==> src/sv/tdfn_pkg.sv <==
// Package for the triangle de-indexing face normal block.
// Holds command codes, status codes and the face job type, which is also the queue entry type.
// No dependencies.
package tdfn_pkg;

    localparam logic [1:0] CMD_VERTEX = 2'd0;
    localparam logic [1:0] CMD_NORMAL = 2'd1;
    localparam logic [1:0] CMD_FACE   = 2'd2;
    localparam logic [1:0] CMD_UNUSED = 2'd3;

    localparam logic [1:0] ST_OK     = 2'd0;
    localparam logic [1:0] ST_RANGE  = 2'd1;
    localparam logic [1:0] ST_DEGEN  = 2'd2;

    // One face job handed from the front part to the back part.
    typedef struct packed {
        logic        bad;       // some index out of range
        logic        indexed;   // normal source for this face
        logic [10:0] vi0;
        logic [10:0] vi1;
        logic [10:0] vi2;
        logic [10:0] ni0;
        logic [10:0] ni1;
        logic [10:0] ni2;
    } face_job_t;

endpackage

==> src/sv/tdfn_front.sv <==
// Front part: accepts items, loads the tables, checks face indices, queues face jobs.
// Depends on tdfn_pkg.
module tdfn_front #(
    parameter int MAX_VERTICES = 1024,
    parameter int MAX_NORMALS  = 1024
) (
    input  logic                     clk,
    input  logic                     rst_n,
    input  logic                     in_valid,
    output logic                     in_ready,
    input  logic [1:0]               cmd,
    input  logic [65:0]              indices,
    input  logic                     normal_source,
    output logic                     job_valid,
    input  logic                     job_ready,
    output tdfn_pkg::face_job_t      job,
    output logic                     v_we,
    output logic [$clog2(MAX_VERTICES)-1:0] v_waddr,
    output logic                     n_we,
    output logic [$clog2(MAX_NORMALS)-1:0]  n_waddr
);
    import tdfn_pkg::*;

    localparam int VAW = $clog2(MAX_VERTICES);
    localparam int NAW = $clog2(MAX_NORMALS);
    localparam int VCW = $clog2(MAX_VERTICES + 1);
    localparam int NCW = $clog2(MAX_NORMALS + 1);
    localparam int QD  = 2;

    logic [VCW-1:0] vcount_reg, vcount_next;
    logic [NCW-1:0] ncount_reg, ncount_next;
    face_job_t      q_reg [QD];
    logic [1:0]     qcnt_reg, qcnt_next;
    logic           qwr_reg, qrd_reg;
    logic           fire, push, pop;
    logic [10:0]    vi [3];
    logic [10:0]    ni [3];
    logic           bad;
    face_job_t      new_job;

    assign in_ready  = (qcnt_reg != 2'(QD));
    assign fire      = in_valid && in_ready;
    assign job_valid = (qcnt_reg != 2'd0);
    assign job       = q_reg[qrd_reg];
    assign pop       = job_valid && job_ready;
    assign push      = fire && (cmd == CMD_FACE);

    always_comb
    begin
        bad = 1'b0;
        for (int k = 0; k < 3; k++)
        begin
            vi[k] = indices[11*k +: 11];
            ni[k] = indices[33 + 11*k +: 11];
            if (vi[k] == 11'd0 || 32'(vi[k]) > 32'(vcount_reg))
            begin
                bad = 1'b1;
            end
            if (normal_source && (ni[k] == 11'd0 || 32'(ni[k]) > 32'(ncount_reg)))
            begin
                bad = 1'b1;
            end
        end
        new_job = '{bad: bad, indexed: normal_source, vi0: vi[0], vi1: vi[1],
                    vi2: vi[2], ni0: ni[0], ni1: ni[1], ni2: ni[2]};
    end

    assign v_we    = fire && (cmd == CMD_VERTEX) && (32'(vcount_reg) < MAX_VERTICES);
    assign n_we    = fire && (cmd == CMD_NORMAL) && (32'(ncount_reg) < MAX_NORMALS);
    assign v_waddr = vcount_reg[VAW-1:0];
    assign n_waddr = ncount_reg[NAW-1:0];

    always_comb
    begin
        vcount_next = vcount_reg + VCW'(v_we);
        ncount_next = ncount_reg + NCW'(n_we);
        qcnt_next   = qcnt_reg + 2'(push) - 2'(pop);
    end

    always_ff @(posedge clk or negedge rst_n)
    begin
        if (!rst_n)
        begin
            vcount_reg <= '0;
            ncount_reg <= '0;
            qcnt_reg   <= '0;
            qwr_reg    <= 1'b0;
            qrd_reg    <= 1'b0;
        end
        else
        begin
            vcount_reg <= vcount_next;
            ncount_reg <= ncount_next;
            qcnt_reg   <= qcnt_next;
            if (push)
            begin
                qwr_reg <= ~qwr_reg;
            end
            if (pop)
            begin
                qrd_reg <= ~qrd_reg;
            end
        end
    end

    always_ff @(posedge clk)
    begin
        if (push)
        begin
            q_reg[qwr_reg] <= new_job;
        end
    end

    // Queue never overflows or takes a push when full, and the vertex count stays within capacity.
    a_q_bound: assert property (@(posedge clk) disable iff (!rst_n) qcnt_reg <= 2'(QD))
        else $error("job queue overflow");
    a_no_push_full: assert property (@(posedge clk) disable iff (!rst_n)
        (qcnt_reg == 2'(QD)) |-> !push)
        else $error("push into full queue");
    a_vcount_cap: assert property (@(posedge clk) disable iff (!rst_n)
        32'(vcount_reg) <= MAX_VERTICES)
        else $error("vertex count past capacity");
endmodule

==> config.mk <==
export PLATFORM = sky130hd
export DESIGN_NAME = tdfn_front
export DESIGN_NICKNAME = d
export VERILOG_FILES = /design/src/sv/tdfn_pkg.sv /design/src/sv/tdfn_front.sv
export SDC_FILE = /design/constraint.sdc
export NUM_CORES = 1
export LEC_CHECK = 0
export BUFFER_PORTS_ARGS = -buffer_cell sky130_fd_sc_hd__clkbuf_2
export CORE_UTILIZATION = 59
export CTS_CLUSTER_DIAMETER = 100
export CTS_CLUSTER_SIZE = 10
export DETAILED_ROUTE_END_ITERATION = 16
export PLACE_DENSITY = 0.83
export SKIP_CTS_REPAIR_TIMING = 1
export SYNTH_ARGS = -nofsm -noshare
export SYNTH_HDL_FRONTEND = slang
export SYNTH_SLANG_ARGS = --single-unit
==> constraint.sdc <==
create_clock -name clk -period 6.22 [get_ports clk]
set_input_delay 1.244 -clock clk [delete_from_list [all_inputs] [get_ports clk]]
set_output_delay 1.244 -clock clk [all_outputs]
set_load 0.02 [all_outputs]
==> results.md, run 1 <==
- First-pass GRT wire length: 26000 um
- Part of the cycle the worst path needs: 58.4%
- M1 wire length: 7050 um
- Area occupied by multi-input gates: 2770 sq um
- Share of layout cells above drive strength 1: 37.8%
- Drt initial violations: 358
- DRT Pass-1 Iters: 5
- EDFF count, synth: 136
- VDD IR max: 0.000246 V
- Root buffer cell: clkbuf_16
- Mapped cell area: 7800 sq um
- Fmax: 0.275 GHz
- Cell Area, Placed: 8690 sq um
- Vias: 5105
- Fin cells: 879
- Status: complete, no violations
- Post-synth cell types: 42
- Minimum clock period: 3.63 ns
- Initial Utilization: 61.1%
- Setup TNS: 0 ns
- Commonest non-fill, non-tap cell in the layout: clkbuf_2
- Power Dens Cells: 377 nW/um^2
- Placer Congestion: 0.918
- Clock Path Buffers: 2
- WP data required: 4.98 ns
- DP HPWL: 12400 um
- Row Count: 41
- Core ar.: 12800 sq um
- Slowest cell delay on critical path: 0.73 ns
- Max-Cap Viols: 0
- Largest net degree at the start of global routing: 48
- Worst skew pair latency: 0.43 ns
- Commonest non-fill, non-tap cells in the layout: 164 x clkbuf_2, 136 x edfxtp_1, 72 x ha_1, 68 x mux2_2, 33 x inv_1
- Mean post-synth cell area: 14.5 sq um
- Worst hold slack: 0.502 ns
- Slew @ Worst Pin: 1.26 ns
- Die height: 117 um
- Critical path cell sequence: buf_4, mux2_2, clkbuf_2
- Routed wl met2: 8220 um
- Die width: 117 um
- Synthesized net count: 682
- Worst slew margin: 15.7%
- Crit path DAT: 2.39 ns
- CTS tree: yes
- Area delta synth->final: 19.3%
- Final slew viol count: 0
- Placed Cells: 848
- Detail Route Antenna Nets: 0
- Vias in the first global route: 5122
- Io pins: 165
- Total Wirelength: 16800 um
- H-tree level count: 4
- Drt drc: 0
- Total CTS buffers: 17
- Highest metal used: met4
- Largest fanout on the critical path: 47
- Sequential share of the synthesized area: 60.7%
- Yosys warns: 0
- #FFs+latches synth: 162
- Antenna diode count: 0
- DR vias/cell: 5.81
- Tot Pwr: 3.51 mW
- GRT Total Usage: 26.3%
- Leak Pwr: 3.77 nW
- Grt ovf: 0
- FFs w/ async S/R, synth: 16.0%
- Initial antenna violation count: 0
- Crit. End Element: output pin
- Critical path type: reg -> out
- Die area: 13700 sq um
- Register area: 4740 sq um
- Crit-path slowest cell: dfrtp_2
- Ys flop type: edfxtp_1
- Nets@finish: 840
- Routed len/inst: 19.2 um
- Final setup skew: 0.00740 ns
- RSZ-0062 raised after global routing: false
- CP startpoint kind: flip-flop
- Max FFs per register: 136
- Clock sinks: 162
- Buffers on Ports: 164
- Endpoints failing hold: 0
- Design area: 9310 sq um
- HP Class: reg -> reg
- Synth Instances: 537
- Clock transition at path regs: 0.06 ns
- Routed length on met3: 1110 um
- # fillers: 834
- Setup violations, final: 0
## where the power goes
group	switching [mW]	total, mW	internal [mW]
registers	0.0941	1.38	1.28
clock network	0.396	1.10	0.702
logic	0.610	1.03	0.423
total	1.10	3.51	2.41
## metrics by stage
stage                     util [%]  setup slack (ns)
after floorplan                  -              1.34
after global placement        68.0              2.66
after detailed placement      68.0              2.53
after CTS                     72.9              2.53
after global routing          72.9              2.47
final                         72.9              2.59
## kinds of logic (layout without fill, tap and decap cells)
family,after synthesis,count (layout),synth area share (%)
buf+inv,61,231,4.01
compound gates,58,58,4.94
flops,162,162,60.7
fa+ha+maj,72,72,11.5
simple gates,94,94,6.53
mux,68,68,9.82
xor+xnor,22,22,2.47
## cell type report
| class | instances | share of cell area [%] |
|---|---|---|
| Multi-Input combinational cell | 314 | 29.7 |
| Clock inverter | 13 | 2.06 |
| Inverter | 33 | 1.33 |
| Clock buffer | 18 | 4.61 |
| Sequential cell | 162 | 50.9 |
| Timing Repair Buffer | 167 | 9.06 |
| Tap cell | 172 | 2.31 |
## final timing paths
| path | start | to | slack, ns | cells past startpoint |
|---|---|---|---|---|
| setup / recovery | qrd_reg | job[65] | 2.59 | 3 |
| hold / removal | ncount_reg[8] | ncount_reg[8] | 0.50 | 1 |
| setup reg to reg | qcnt_reg[1] | q_reg[0][28] | 3.43 | 4 |
| hold reg to reg | ncount_reg[8] | ncount_reg[8] | 0.50 | 1 |
| max in group asynchronous | rst_n | qrd_reg | 4.92 | 1 |
| min in group asynchronous | rst_n | vcount_reg[1] | 0.83 | 1 |
## routing by layer
metal	vias to the layer above	GRT usage [%]
met5	-	0
met4	0	14.0
met3	37	6.80
met2	205	42.3
met1	2496	33.1
li1	2367	-
## critical path: cells and delay by family, from the launching register on
kind	cells	cell delay, ns
buffers and inverters	2	0.76
flip-flops	1	0.73
multiplexers	1	0.44
## synth_stat cells, types with 2 or more instances
master / instances / area [sq um]
a211oi_1: 4 / 30.0
a21oi_1: 18 / 90.1
ha_1: 72 / 901
nor2_1: 10 / 37.5
o31ai_1: 2 / 15.0
nor3_1: 13 / 65.1
a221oi_1: 2 / 17.5
nand2_1: 7 / 26.3
nor4_1: 15 / 93.8
nand3b_1: 2 / 15.0
o21ai_0: 11 / 55.1
xnor2_1: 19 / 166
inv_1: 33 / 124
nor2b_1: 3 / 18.8
xor2_1: 3 / 26.3
buf_2: 7 / 35.0
o211ai_1: 2 / 15.0
and3_1: 2 / 12.5
dfrtp_1: 26 / 651
a21o_1: 8 / 60.1
nand4_1: 14 / 87.6
edfxtp_1: 136 / 4080
nand2b_1: 2 / 12.5
nand3_1: 22 / 110
mux2_2: 68 / 766
buf_4: 20 / 150
Power figures use the tool's default switching activity.
==> inputs of run 2 (changes only) <==
Settings changed: CORE_UTILIZATION 59 to 55, PLACE_DENSITY 0.83 to 0.78.
Clock period 6.22 ns to 3.6 ns, I/O delays scaled along.
==> run 2 against run 1 <==
Sequential power grew 73%. Global-route usage shrank 1.4 points. Setup slack lost 1.8 ns. Hold slack lost 0.19 ns. Clock power grew 55%. Final cell count grew 1.1%.
==> results.md, run 2 (synthesized netlist as in run 1, its figures left out) <==
- Core ar.: 13900 sq um
- Crit. End Element: output pin
- Worst slew margin: 56.0%
- Initial antenna violation count: 0
- Die height: 121 um
- First-pass GRT wire length: 26900 um
- Setup TNS: 0 ns
- Detail Route Antenna Nets: 0
- Largest net degree at the start of global routing: 50
- CTS tree: yes
- Commonest non-fill, non-tap cells in the layout: 164 x clkbuf_2, 136 x edfxtp_1, 72 x ha_1, 68 x mux2_2, 33 x inv_1
- P_int: 3.97 mW
- Clock sinks: 162
- Status: complete, no violations
- Grt ovf: 0
- Reg2reg path depth: 8
- Setup violations, final: 0
- Die area: 14700 sq um
- DR vias/cell: 5.70
- Slew @ Worst Pin: 0.660 ns
- Die width: 121 um
- WP data required: 2.88 ns
- Worst hold slack: 0.312 ns
- Switching share of power: 32.7%
- R2r setup slk: 1.19 ns
- Minimum clock period: 2.85 ns
- Power Dens Cells: 636 nW/um^2
- Share of power burned in registers: 40.5%
- R2r endpoint: q_reg[1][67]
- Row Count: 43
- Leak Pwr: 3.73 nW
- M1 wire length: 7460 um
- Logic pwr share: 30.6%
- Final setup skew: 0.00719 ns
- GRT Total Usage: 24.9%
- Drt drc: 0
- Commonest non-fill, non-tap cell in the layout: clkbuf_2
- Io pins: 165
- Total CTS buffers: 17
- Crit path DAT: 2.13 ns
- Area delta synth->final: 18.9%
- Register area: 4740 sq um
- Endpoints failing hold: 0
- Vias: 5071
- CP startpoint kind: flip-flop
- Critical path type: reg -> out
- Vias in the first global route: 5216
- Placer Congestion: 0.894
- DP HPWL: 12500 um
- Largest fanout on the critical path: 46
- Part of the cycle the worst path needs: 79.1%
- # fillers: 1041
- DRT Pass-1 Iters: 5
- Final Worst Setup Slack: 0.752 ns
- Switching power: 1.93 mW
- Worst skew pair latency: 0.43 ns
- Initial Utilization: 56.2%
- VDD IR max: 0.000365 V
- Clock share of power: 28.9%
- Routed wl met2: 8330 um
- Max-Cap Viols: 0
- RSZ-0062 raised after global routing: false
- Post-Place Worst Slack: 0.934 ns
- Clock transition at path regs: 0.06 ns
- Clock Path Buffers: 2
- Drt initial violations: 348
- H-tree level count: 4
- Final slew viol count: 0
- Nets@finish: 842
- Origin of the critical flop-to-flop path: ncount_reg[4]
- HP Class: in -> async
- Area occupied by multi-input gates: 2770 sq um
- Antenna diode count: 0
- Routed len/inst: 19.5 um
- Max FFs per register: 136
- Fmax: 0.351 GHz
- Total Wirelength: 17300 um
- Share of layout cells above drive strength 1: 37.9%
- Root buffer cell: clkbuf_16
- Buffers on Ports: 164
- Routed length on met3: 1080 um
- Highest metal used: met4
[run 2: cell count changes in the layout (fill, tap and decap cells not counted), sizes merged]
cell,previous run,this run
clkinvlp,1,5
bufinv,5,2
clkinv,7,4
buf,3,5
clkbuf,182,184
[run 2: layout make-up]
type	count	area share (%)
Sequential cell	162	51.1
Multi-Input combinational cell	314	29.8
Timing Repair Buffer	169	9.39
Clock buffer	20	4.71
Tap cell	180	2.43
Inverter	33	1.34
Clock inverter	11	1.24
[run 2: worst max-delay path by stage]
stage	from	slack [ns]	cells past startpoint	to
CTS	qrd_reg	0.75	3	job[32]
finish	qrd_reg	0.75	3	job[32]
detailed placement	indices[48]	0.93	8	q_reg[1][67]
global route	qrd_reg	0.68	3	job[32]
floorplan	cmd[0]	-0.75	2	q_reg[0][0]
global placement	indices[48]	1.01	8	q_reg[0][67]
[run 2: through the flow]
step / cell area [sq um] / total power [mW] / instances / util (%)
2_1_floorplan: 7800 / 3.68 / 537 / -
3_3_place_gp: 8720 / 4.16 / 858 / 62.9
3_5_place_dp: 8720 / 4.23 / 858 / 62.9
4_1_cts: 9280 / 5.93 / 889 / 66.8
5_1_grt: 9280 / 6.16 / 889 / 66.8
6_report: 9280 / 5.90 / 889 / 66.8
[run 2: layer usage]
layer / vias to the layer above / track usage (%)
met1: 2456 / 32.6
met3: 42 / 5.22
met4: 0 / 11.2
met5: - / 0
li1: 2370 / -
met2: 203 / 40.1
[run 2: power groups by stage]
stage | clock network, mW | logic, mW | registers (mW)
after global routing | 1.80 | 1.95 | 2.42
after detailed placement | 0 | 1.80 | 2.43
after CTS | 1.72 | 1.81 | 2.39
after floorplan | 0 | 1.34 | 2.34
final | 1.71 | 1.80 | 2.39
after global placement | 0 | 1.75 | 2.41
[run 2: critical path, cell delays in order (launching register included)]
cell      delay [ns]
dfrtp_2         0.77
buf_12          0.33
mux2_2          0.39
clkbuf_2        0.17
==> inputs of run 3 (changes only) <==
Settings changed: ABC_AREA from default to 1, CORE_UTILIZATION 55 to 50, PLACE_DENSITY 0.78 to 0.75.
Clock period 3.6 ns to 2.4 ns, I/O delays scaled along.
==> run 3 against run 2 <==
Count of clock-buffer cells in the layout is 1 lower. Largest power group unchanged. Clock skew hardly changed. Setup slack got worse by 0.51 ns. Register-to-register slack worse by 0.95 ns. Global-route usage shrank 3.3 points. Final cell count up 30%. Power is 65% higher. Sequential power grew 49%. Critical endpoint is now vcount_reg[10]. Synthesized area increased by 3.3%.
==> results.md, run 3 <==
- Cell Area, Placed: 9070 sq um
- Status: complete, no violations
- Placed Cells: 1126
- Simple-Gate Fraction of Synth Area: 20.0%
- Commonest non-fill, non-tap cell in the layout: nand2_1
- Row Count: 46
- Die area: 16600 sq um
- GRT Total Usage: 21.7%
- Vias: 5727
- Commonest non-fill, non-tap cells in the layout: 291 x nand2_1, 164 x clkbuf_2, 136 x edfxtp_1, 72 x ha_1, 55 x inv_1
- Top cells by count, synth: 291 x nand2_1, 136 x edfxtp_1, 72 x ha_1
- # fillers: 1308
- #FFs+latches synth: 162
- WP data required: 2.74 ns
- Initial antenna violation count: 0
- Root buffer cell: clkbuf_16
- Design area: 9640 sq um
- Nets@finish: 1074
- Clock transition at path regs: 0.06 ns
- Post-synthesis adder-cell area fraction: 11.2%
- Tot Pwr: 9.73 mW
- Largest fanout on the critical path: 3
- Setup violations, final: 0
- Post-synth top area share: 50.7%
- Drt initial violations: 353
- Minimum clock period: 2.16 ns
- Grt ovf: 0
- Clock Path Buffers: 2
- Share of layout cells above drive strength 1: 23.3%
- First-pass GRT wire length: 26400 um
- Post-Place Worst Slack: 0.110 ns
- Xor/xnor share of the synthesized area: 2.39%
- Leak Pwr: 4.53 nW
- Yosys top cell by area: edfxtp_1
- Final Worst Setup Slack: 0.238 ns
- Total CTS buffers: 17
- Final setup skew: 0.00681 ns
- Worst hold slack: 0.0687 ns
- Main combinational cell family by area after synthesis: simple AND/OR/NAND/NOR gates
- Clock share of power: 27.2%
- Placer Congestion: 0.806
- R2r setup slk: 0.24 ns
- EDFF count, synth: 136
- Buf/Inv on CP: 0
- Yosys warns: 0
- Routed len/inst: 15.2 um
- Top cell family by delay on the critical path: simple AND/OR/NAND/NOR gates
- DR vias/cell: 4.95
- Most frequent cell after synthesis: nand2_1
- Switching share of power: 37.6%
- Worst skew pair latency: 0.42 ns
- Clock sinks: 162
- Buffers on Ports: 164
- Synthesized net count: 919
- R2r endpoint: vcount_reg[10]
- Area delta synth->final: 19.6%
- HP Class: in -> async
- FFs w/ async S/R, synth: 16.0%
- Fin cells: 1157
- Worst slew margin: 56.5%
- Io pins: 165
- CP startpoint kind: flip-flop
- Endpoints failing hold: 0
- Critical path cell sequence: nand2_1, nand2_1, nor4_2, ha_1, ha_1, nand3_1, nor3_2, nand3_2, nor3_2, xor2_1
- Post-synthesis compound-gate area fraction: 2.39%
- Critical path type: reg -> reg
- Power Dens Cells: 1010 nW/um^2
- Crit path depth: 10
- Vias in the first global route: 5266
- Sequential share of the synthesized area: 58.7%
- H-tree level count: 4
- Crit-path slowest cell: dfrtp_1
- Origin of the critical flop-to-flop path: qcnt_reg[1]
- Crit path DAT: 2.50 ns
- Synth Instances: 774
- Reg2reg path depth: 10
- Die width: 129 um
- Mean post-synth cell area: 10.4 sq um
- Post-synthesis mux area share: 0%
- Area occupied by multi-input gates: 2930 sq um
- Part of the cycle the worst path needs: 90.1%
- Die height: 129 um
- Crit. End Element: flip-flop
- Core Util, Final: 60.9%
- Register area: 4740 sq um
- Slowest cell delay on critical path: 0.40 ns
- Setup TNS: 0 ns
- Switching power: 3.66 mW
- Fmax: 0.463 GHz
- Slew @ Worst Pin: 0.652 ns
- RSZ-0062 raised after global routing: false
- VDD IR max: 0.000735 V
- Max-Cap Viols: 0
- Ys flop type: edfxtp_1
- Max FFs per register: 136
- Crit path from: qcnt_reg[1]
- Drt drc: 0
- P_int: 6.07 mW
- Final slew viol count: 0
- Largest net degree at the start of global routing: 69
- Mapped cell area: 8060 sq um
- CTS tree: yes
- Detail Route Antenna Nets: 0
- Synth top area cells: edfxtp_1 51%, nand2_1 14%, ha_1 11%
- Logic pwr share: 36.2%
- Setup crit end: vcount_reg[10]
- Initial Utilization: 50.9%
- Total Wirelength: 17600 um
- Core ar.: 15800 sq um
- Share of power burned in registers: 36.5%
- DRT Pass-1 Iters: 5
- Post-synth cell types: 26
- Antenna diode count: 0
- DP HPWL: 12400 um
-- run 3: layout make-up --
cell class / count / area share, %
clock inverter: 12 / 1.45
sequential: 162 / 49.1
clock buffer: 19 / 4.49
timing repair buffer: 171 / 9.58
tap: 216 / 2.80
inverter: 57 / 2.22
multi-input combinational: 520 / 30.3
-- run 3: power by group through the flow --
stage / logic, mW / clock network (mW) / registers, mW
floorplan: 2.41 / 0 / 3.54
global placement: 3.49 / 0 / 3.60
detailed placement: 3.56 / 0 / 3.61
CTS: 3.58 / 2.68 / 3.55
global route: 3.90 / 2.78 / 3.58
finish: 3.53 / 2.65 / 3.55
-- run 3: metal layers --
| layer | track usage, % | routed length, um | share of wire, % |
|---|---|---|---|
| met5 | 0 | 0 | 0 |
| met4 | 10.5 | 541 | 3.1 |
| met3 | 4.41 | 873 | 5.0 |
| met2 | 34.9 | 8270 | 47 |
| met1 | 28.1 | 7890 | 45 |
-- run 3: worst min path at each step --
stage | from | endpoint | slack [ns] | depth (start not counted)
2_1_floorplan | rst_n | ncount_reg[0] | 0.18 | 0
3_3_place_gp | ncount_reg[9] | ncount_reg[9] | 0.50 | 1
3_5_place_dp | ncount_reg[9] | ncount_reg[9] | 0.50 | 1
4_1_cts | rst_n | qwr_reg | 0.09 | 1
5_1_grt | rst_n | qcnt_reg[1] | 0.12 | 1
6_report | rst_n | qwr_reg | 0.07 | 1
-- run 3: kinds of logic (layout without fill, tap and decap cells) --
| group | Yosys count | in the layout |
|---|---|---|
| AO/OA/AOI/OAI | 36 | 36 |
| XOR/XNOR | 22 | 22 |
| adder cells (fa/ha/maj) | 72 | 72 |
| buffers and inverters | 92 | 259 |
| flip-flops | 162 | 162 |
| AND/OR/NAND/NOR | 390 | 390 |
